## config.mk

```make
export PLATFORM = sky130hd
export DESIGN_NAME = unsigned_mul_div_unit_top
export DESIGN_NICKNAME = d
export VERILOG_FILES = /design/src/hdl/umdu_pkg.sv /design/src/hdl/umdu_ctrl.sv /design/src/hdl/umdu_dp.sv /design/src/hdl/unsigned_mul_div_unit_top.sv
export SDC_FILE = /design/constraint.sdc
export NUM_CORES = 1
export LEC_CHECK = 0
export ABC_AREA = 1
export BUFFER_PORTS_ARGS = -buffer_cell sky130_fd_sc_hd__clkbuf_2
export CAP_MARGIN = 25
export CORE_ASPECT_RATIO = 2
export CORE_MARGIN = 2
export CORE_UTILIZATION = 55
export CTS_CLUSTER_SIZE = 28
export DETAILED_ROUTE_END_ITERATION = 10
export GPL_TIMING_DRIVEN = 0
export PLACE_DENSITY = 0.89
export RECOVER_POWER = 50
export SYNTH_ARGS = -nofsm -noshare
export SYNTH_HDL_FRONTEND = slang
export SYNTH_SLANG_ARGS = --single-unit
```

## constraint.sdc

```tcl
create_clock -name clk -period 3.3 [get_ports clk]
set_input_delay 0.33 -clock clk [delete_from_list [all_inputs] [get_ports clk]]
set_output_delay 0.33 -clock clk [all_outputs]
set_load 0.005 [all_outputs]
```

## src/hdl/umdu_pkg.sv

```systemverilog
package umdu_pkg;

    localparam int unsigned DataW    = 32;
    localparam int unsigned FuncW    = 2;
    localparam int unsigned Steps    = 32;
    localparam int unsigned StepCntW = 5;
    localparam int unsigned InDataW  = 72;   // func + two operands, padded to whole bytes
    localparam int unsigned OutDataW = 32;

    localparam logic [StepCntW-1:0] LastStep = StepCntW'(Steps - 1);

    localparam logic [FuncW-1:0] FUNC_MUL = 2'd0;
    localparam logic [FuncW-1:0] FUNC_DIV = 2'd1;
    localparam logic [FuncW-1:0] FUNC_REM = 2'd2;

    // Commands from the controller to the datapath.
    typedef struct packed {
        logic load;      // capture a new request and clear the working registers
        logic step;      // perform one multiply or divide iteration
        logic out_load;  // move the finished value into the output register
    } umdu_cmd_t;

endpackage

```

## src/hdl/umdu_ctrl.sv

```systemverilog
module umdu_ctrl (
    input  logic              clk,
    input  logic              rst_n,
    input  logic              s_tvalid,
    output logic              s_tready,
    output logic              m_tvalid,
    input  logic              m_tready,
    output umdu_pkg::umdu_cmd_t cmd
);
    import umdu_pkg::*;

    localparam logic [1:0] ST_IDLE   = 2'd0;
    localparam logic [1:0] ST_RUN    = 2'd1;
    localparam logic [1:0] ST_FINISH = 2'd2;

    logic [1:0]          state_reg, state_next;
    logic [StepCntW-1:0] cnt_reg, cnt_next;
    logic                out_valid_reg, out_valid_next;
    logic                out_free;

    assign out_free = !out_valid_reg || m_tready;
    assign s_tready = (state_reg == ST_IDLE);
    assign m_tvalid = out_valid_reg;

    always_comb
    begin
        state_next     = state_reg;
        cnt_next       = cnt_reg;
        out_valid_next = out_valid_reg;
        cmd            = '0;
        if (out_valid_reg && m_tready)
        begin
            out_valid_next = 1'b0;
        end
        unique case (state_reg)
            ST_IDLE:
            begin
                if (s_tvalid)
                begin
                    cmd.load   = 1'b1;
                    cnt_next   = '0;
                    state_next = ST_RUN;
                end
            end
            ST_RUN:
            begin
                cmd.step = 1'b1;
                cnt_next = cnt_reg + 1'b1;
                if (cnt_reg == LastStep)
                begin
                    state_next = ST_FINISH;
                end
            end
            ST_FINISH:
            begin
                if (out_free)
                begin
                    cmd.out_load   = 1'b1;
                    out_valid_next = 1'b1;
                    state_next     = ST_IDLE;
                end
            end
            default:
            begin
                state_next = ST_IDLE;
            end
        endcase
    end

    always_ff @(posedge clk or negedge rst_n)
    begin
        if (!rst_n)
        begin
            state_reg     <= ST_IDLE;
            cnt_reg       <= '0;
            out_valid_reg <= 1'b0;
        end
        else
        begin
            state_reg     <= state_next;
            cnt_reg       <= cnt_next;
            out_valid_reg <= out_valid_next;
        end
    end

endmodule

```

## src/hdl/umdu_dp.sv

```systemverilog
module umdu_dp (
    input  logic                          clk,
    input  umdu_pkg::umdu_cmd_t           cmd,
    input  logic [umdu_pkg::FuncW-1:0]    func,
    input  logic [umdu_pkg::DataW-1:0]    operand_a,
    input  logic [umdu_pkg::DataW-1:0]    operand_b,
    output logic [umdu_pkg::DataW-1:0]    result
);
    import umdu_pkg::*;

    logic [FuncW-1:0] func_reg;
    logic [DataW-1:0] a_reg, a_next;      // multiplicand, or dividend bits still to shift in
    logic [DataW-1:0] b_reg, b_next;      // multiplier (shifts right) or divisor (held)
    logic [DataW-1:0] acc_reg, acc_next;  // product or quotient
    logic [DataW:0]   part_reg, part_next;
    logic [DataW-1:0] res_reg, res_value;
    logic             is_mul;
    logic [DataW:0]   part_shift;
    logic [DataW+1:0] diff;

    assign is_mul     = (func_reg == FUNC_MUL);
    assign part_shift = {part_reg[DataW-1:0], a_reg[DataW-1]};
    assign diff       = {1'b0, part_shift} - {2'b00, b_reg};

    always_comb
    begin
        a_next    = a_reg;
        b_next    = b_reg;
        acc_next  = acc_reg;
        part_next = part_reg;
        if (cmd.load)
        begin
            a_next    = operand_a;
            b_next    = operand_b;
            acc_next  = '0;
            part_next = '0;
        end
        else if (cmd.step)
        begin
            a_next = {a_reg[DataW-2:0], 1'b0};
            if (is_mul)
            begin
                b_next = {1'b0, b_reg[DataW-1:1]};
                if (b_reg[0])
                begin
                    acc_next = acc_reg + a_reg;
                end
            end
            else
            begin
                // Restoring step: keep the difference only when it did not borrow.
                if (!diff[DataW+1])
                begin
                    part_next = diff[DataW:0];
                    acc_next  = {acc_reg[DataW-2:0], 1'b1};
                end
                else
                begin
                    part_next = part_shift;
                    acc_next  = {acc_reg[DataW-2:0], 1'b0};
                end
            end
        end
    end

    always_comb
    begin
        res_value = '0;
        unique case (func_reg)
            FUNC_MUL: res_value = acc_reg;
            FUNC_DIV: res_value = (b_reg == '0) ? '0 : acc_reg;
            FUNC_REM: res_value = (b_reg == '0) ? '0 : part_reg[DataW-1:0];
            default:  res_value = '0;
        endcase
    end

    always_ff @(posedge clk)
    begin
        if (cmd.load)
        begin
            func_reg <= func;
        end
        if (cmd.out_load)
        begin
            res_reg <= res_value;
        end
        a_reg    <= a_next;
        b_reg    <= b_next;
        acc_reg  <= acc_next;
        part_reg <= part_next;
    end

    assign result = res_reg;

endmodule

```

## src/hdl/unsigned_mul_div_unit_top.sv

```systemverilog
// Unsigned 32-bit multiply / divide / remainder unit.
// A request arrives on the slave stream (s_tvalid, s_tready, s_tdata) and carries
// an operation code and two unsigned operands. Code 0 returns the low 32 bits of
// the product, code 1 the quotient and code 2 the remainder of a restoring
// division; dividing by zero and the unused code 3 both return zero.
// The single result leaves on the master stream (m_tvalid, m_tready, m_tdata).
// From acceptance to m_tvalid, the operands are loaded at the accepting edge,
// 32 iterations of the shared radix-2 shift-add / shift-subtract datapath
// follow (one operand bit per cycle), and the output register is then written.
// The unit takes no new request until it is idle again: s_tready rises the
// cycle after the previous result enters the output register, so a new request
// can compute while the previous result still waits for the receiver.
// If the receiver stalls, the finished result holds in the output register and a
// following request waits after its last iteration until that register is free.
// Reset (rst_n low, asynchronous) returns the controller to idle and drops
// m_tvalid; no request in flight survives it.
module unsigned_mul_div_unit_top (
    input  logic                              clk,
    input  logic                              rst_n,
    input  logic                              s_tvalid,
    output logic                              s_tready,
    // s_tdata, from bit 0 up: func[1:0], operand_a[33:2], operand_b[65:34], zero pad
    input  logic [umdu_pkg::InDataW-1:0]      s_tdata,
    output logic                              m_tvalid,
    input  logic                              m_tready,
    // m_tdata, from bit 0 up: result[31:0]
    output logic [umdu_pkg::OutDataW-1:0]     m_tdata
);
    import umdu_pkg::*;

    umdu_cmd_t        cmd;
    logic [FuncW-1:0] in_func;
    logic [DataW-1:0] in_a;
    logic [DataW-1:0] in_b;

    // Unpack the request fields; the top six bits are padding.
    assign in_func = s_tdata[FuncW-1:0];
    assign in_a    = s_tdata[FuncW+DataW-1:FuncW];
    assign in_b    = s_tdata[FuncW+2*DataW-1:FuncW+DataW];

    // The controller sequences load, the 32 iterations and the output write.
    umdu_ctrl u_ctrl (
        .clk      (clk),
        .rst_n    (rst_n),
        .s_tvalid (s_tvalid),
        .s_tready (s_tready),
        .m_tvalid (m_tvalid),
        .m_tready (m_tready),
        .cmd      (cmd)
    );

    // The datapath holds operands, the accumulator or quotient, the partial
    // remainder, and the output register.
    umdu_dp u_dp (
        .clk       (clk),
        .cmd       (cmd),
        .func      (in_func),
        .operand_a (in_a),
        .operand_b (in_b),
        .result    (m_tdata)
    );

endmodule

```

==> reports/summary.md <==
Across the whole layout, storage elements account for 4424 µm². Shortest period the worst path allows: 3083 ps. In the routed layout, each cell is associated on average with a via count of 5.515. The tools report the critical path endpoint category as a flop. The logs give 16.84 mW for the final total power and 11.68 ps for the largest clock skew in the final design.

The warning count from the yosys run is 0, and the overall global routing resource usage is 0.3597. The floorplan step defined a die boundary enclosing 24110 µm². The kind of start point of the critical path was a flop. The number of iterations in the first detailed-routing pass is 6. The run gives 2121 as the number of fill cells in the layout.

The region available for standard cell placement spans 22540 µm². The number of levels in the clock H-tree is 4, and the relative slew slack is -0.2179. In this run the worst hold path is classified as primary input to flop. Leaving out fill and tap cells, the most frequent cell in the layout is sky130_fd_sc_hd__nand2_1. Traced cell by cell, the critical path runs through nor2_1, nand2_1, inv_1, clkbuf_1, buf_2, o21ai_0. In this run the worst path has a maximum fanout of 10. The tools report the gate count of the mapped netlist as 1901.

No sink is reached through more buffers than the 2 on the longest clock path. The final-report max-slew violation count came out at 46. The critical path is of the flop to flop type. In the layout the commonest cells are sky130_fd_sc_hd__nand2_1, sky130_fd_sc_hd__inv_1, sky130_fd_sc_hd__nor2_1. Met1 wire length: 13430 µm.

The arrival time at the worst endpoint came out at 3290 ps. After synthesis the netlist holds a flip-flop and latch count of 170. In this run the tool buffered the top-level ports with 103 buffer cells. The flow ran to the end, but the final reports show violations.

In the routed design, unresolved DRC markers number 0. The checks that failed: capacitance limit, slew limit. The leakage power summed over all cells came out at 7.197 nW. Clock-pin slew was measured on the worst setup and hold paths at 70 ps. The routed via count was 12.79k; the overall die height was 217.6 µm. Setup violations remaining at the end of the flow were counted as 0. Entering global routing, the biggest net connects 33 pins. The final layout contains 2169 nets. The first routing iteration left 899 violations. Counting the buffers created by CTS gives 17. The post-synth net total was 2044.

For the number of maximum-capacitance constraint violations, the log shows 2. In this design, the stage delay of the slowest critical-path cell is 840 ps. Final cycle utilization of the critical path: 0.9342.

The clock latency reported for the late side of the worst-skew pair is 470 ps, and the wire length of the first global-routing pass is 65830 µm. TritonCTS built the clock tree. The tools report the post-synthesis cell type count as 47. After global routing the overflow that remains totals 0.

Top routing layer in use: met4. The required time of the critical path is 3500 ps, and the estimated wirelength of the detail-placed design is 34870 µm. The number of endpoints with negative hold slack in the final report was 0; the share of post-route cells with drive strength above 1 was 0.08239. For this run, the top clock speed supported by timing is 324.4 MHz. The transition time at the pin with the least slew margin is 1827 ps, and the average detailed-routed wire length per instance is 18.62 µm.

110 I/O pins were placed. The tools report the number of antenna violations at the first check in global routing as 0. Dividing the synthesized area by the synthesized cell count gives 6.599 µm².

For this block, the routed nets add up to 43180 µm of wire. CTS saw 170 sinks. In this run the power density over the cells is 1202 nW/µm². For the routed wire length on met3, the log shows 2105 µm. In the final layout, the multi-input gates occupy 6734 µm².

Adding up every negative setup slack in the final design gives 0 ps. The antenna diode instance count came out at 0. The sequential area share after synthesis was 0.3527; the sum of met2 wire segment lengths after detailed routing was 22680 µm. The run gives 0.5564 as the initial core utilization.

The library cell used as clock root buffer was sky130_fd_sc_hd__clkbuf_16. The area growth from synthesis to layout is 11.63%, and the final RePlAce weighted congestion is 1.035. Setup repair after global routing left no endpoint under its margin.

The run gives 78 as the number of core rows. The largest individual stage delay along the critical path comes from the cell sky130_fd_sc_hd__clkbuf_1. Summing every instance area after synthesis gives 12540 µm². IR analysis of the VDD net gives a maximum drop of 0.0006351 V. For the via count of the first global-routing pass, the log shows 13.00k.

The die is 110.8 µm wide. Once detail routing completed, the nets flagged for antenna violations numbered 0.
[final timing paths]
check	cells past startpoint	slack [ps]	start	endpoint
max in group asynchronous	2	2640	rst_n	u_ctrl.cnt_reg[4]
hold / removal	1	80	s_tdata[0]	u_dp.func_reg[0]
hold reg to reg	2	510	u_dp.part_reg[0]	u_dp.part_reg[0]
setup / recovery	6	220	u_ctrl.state_reg[1]	u_dp.b_reg[29]
min in group asynchronous	2	330	rst_n	u_ctrl.cnt_reg[0]
setup reg to reg	6	220	u_ctrl.state_reg[1]	u_dp.b_reg[29]
[routing by layer]
metal	vias up	GRT usage
met2	510	0.6796
met1	5759	0.3043
met5	-	0
met3	224	0.05670
met4	0	0.3638
li1	6297	-
[metrics by stage]
stage	instance area (µm²)	utilization	setup slack (ps)	hold slack [ps]	instances
2_1_floorplan	12540	-	622.5	34.41	1901
3_3_place_gp	13410	0.5949	-548.4	178.3	2284
3_5_place_dp	13480	0.5978	414.2	189.5	2286
4_1_cts	14100	0.6253	404.7	51.25	2319
5_1_grt	14000	0.6212	146.5	91.19	2319
6_report	14000	0.6212	217.2	79.51	2319
[critical path: cells and delay by family (launching register included)]
| kind | cells | cell delay [ps] |
|---|---|---|
| flip-flops | 1 | 410 |
| AND/OR/NAND/NOR | 2 | 550 |
| buffers and inverters | 3 | 1720 |
| AO/OA/AOI/OAI | 1 | 140 |
[kinds of logic after synthesis]
logic type,Yosys count,synth area share
and+or+nand+nor,1022,0.3372
buffers and inverters,348,0.1085
AOI/OAI and AO/OA,265,0.1133
DFF,170,0.3527
adders and majority gates,67,0.06802
xor gates and xnor gates,29,0.02025
[Yosys cell counts (all sizes together)]
| master | count | area [µm²] |
|---|---|---|
| a221oi | 1 | 8.760 |
| nor3 | 8 | 45.04 |
| edfxtp | 98 | 2943 |
| inv | 290 | 1089 |
| dfrtp | 8 | 200.2 |
| xor2 | 22 | 192.7 |
| o21bai | 6 | 45.04 |
| nand2 | 672 | 2575 |
| a31oi | 9 | 56.30 |
| clkbuf | 32 | 120.1 |
| nand3b | 5 | 37.54 |
| nand4 | 12 | 75.07 |
| and3 | 2 | 12.51 |
| fa | 2 | 40.04 |
| dfxtp | 64 | 1281 |
| nor4 | 8 | 50.05 |
| a21oi | 94 | 496.7 |
| nor2 | 190 | 754.5 |
| a21o | 2 | 15.01 |
| ha | 65 | 813.3 |
| xnor2 | 7 | 61.31 |
| or2 | 2 | 12.52 |
| o31ai | 1 | 7.510 |
| nand3 | 117 | 630.6 |
| buf | 26 | 152.6 |
| and2 | 6 | 37.54 |
| o21ai | 149 | 768.2 |
| o22ai | 1 | 6.260 |
| a22o | 2 | 17.52 |
[layout make-up]
type,count,area share
sequential,170,0.3159
clock buffer,17,0.03038
clock inverter,15,0.01313
multi-input combinational,1383,0.4809
inverter,290,0.07773
buffer,58,0.01778
tap,280,0.02502
timing repair buffer,106,0.03914
[timing repair]
item	in CTS	in global routing
hold endpoints to repair	8	0
gates resized for setup	0	0
buffers inserted	0	0
hold buffers	1	0
[where the power goes]
| group | internal, mW | switching [mW] | leakage (nW) |
|---|---|---|---|
| clock network | 1.20 | 0.954 | 0.294 |
| registers | 3.29 | 0.873 | 1.59 |
| logic | 3.53 | 6.99 | 5.31 |
| total | 8.02 | 8.82 | 7.20 |
Power figures use the tool's default switching activity.
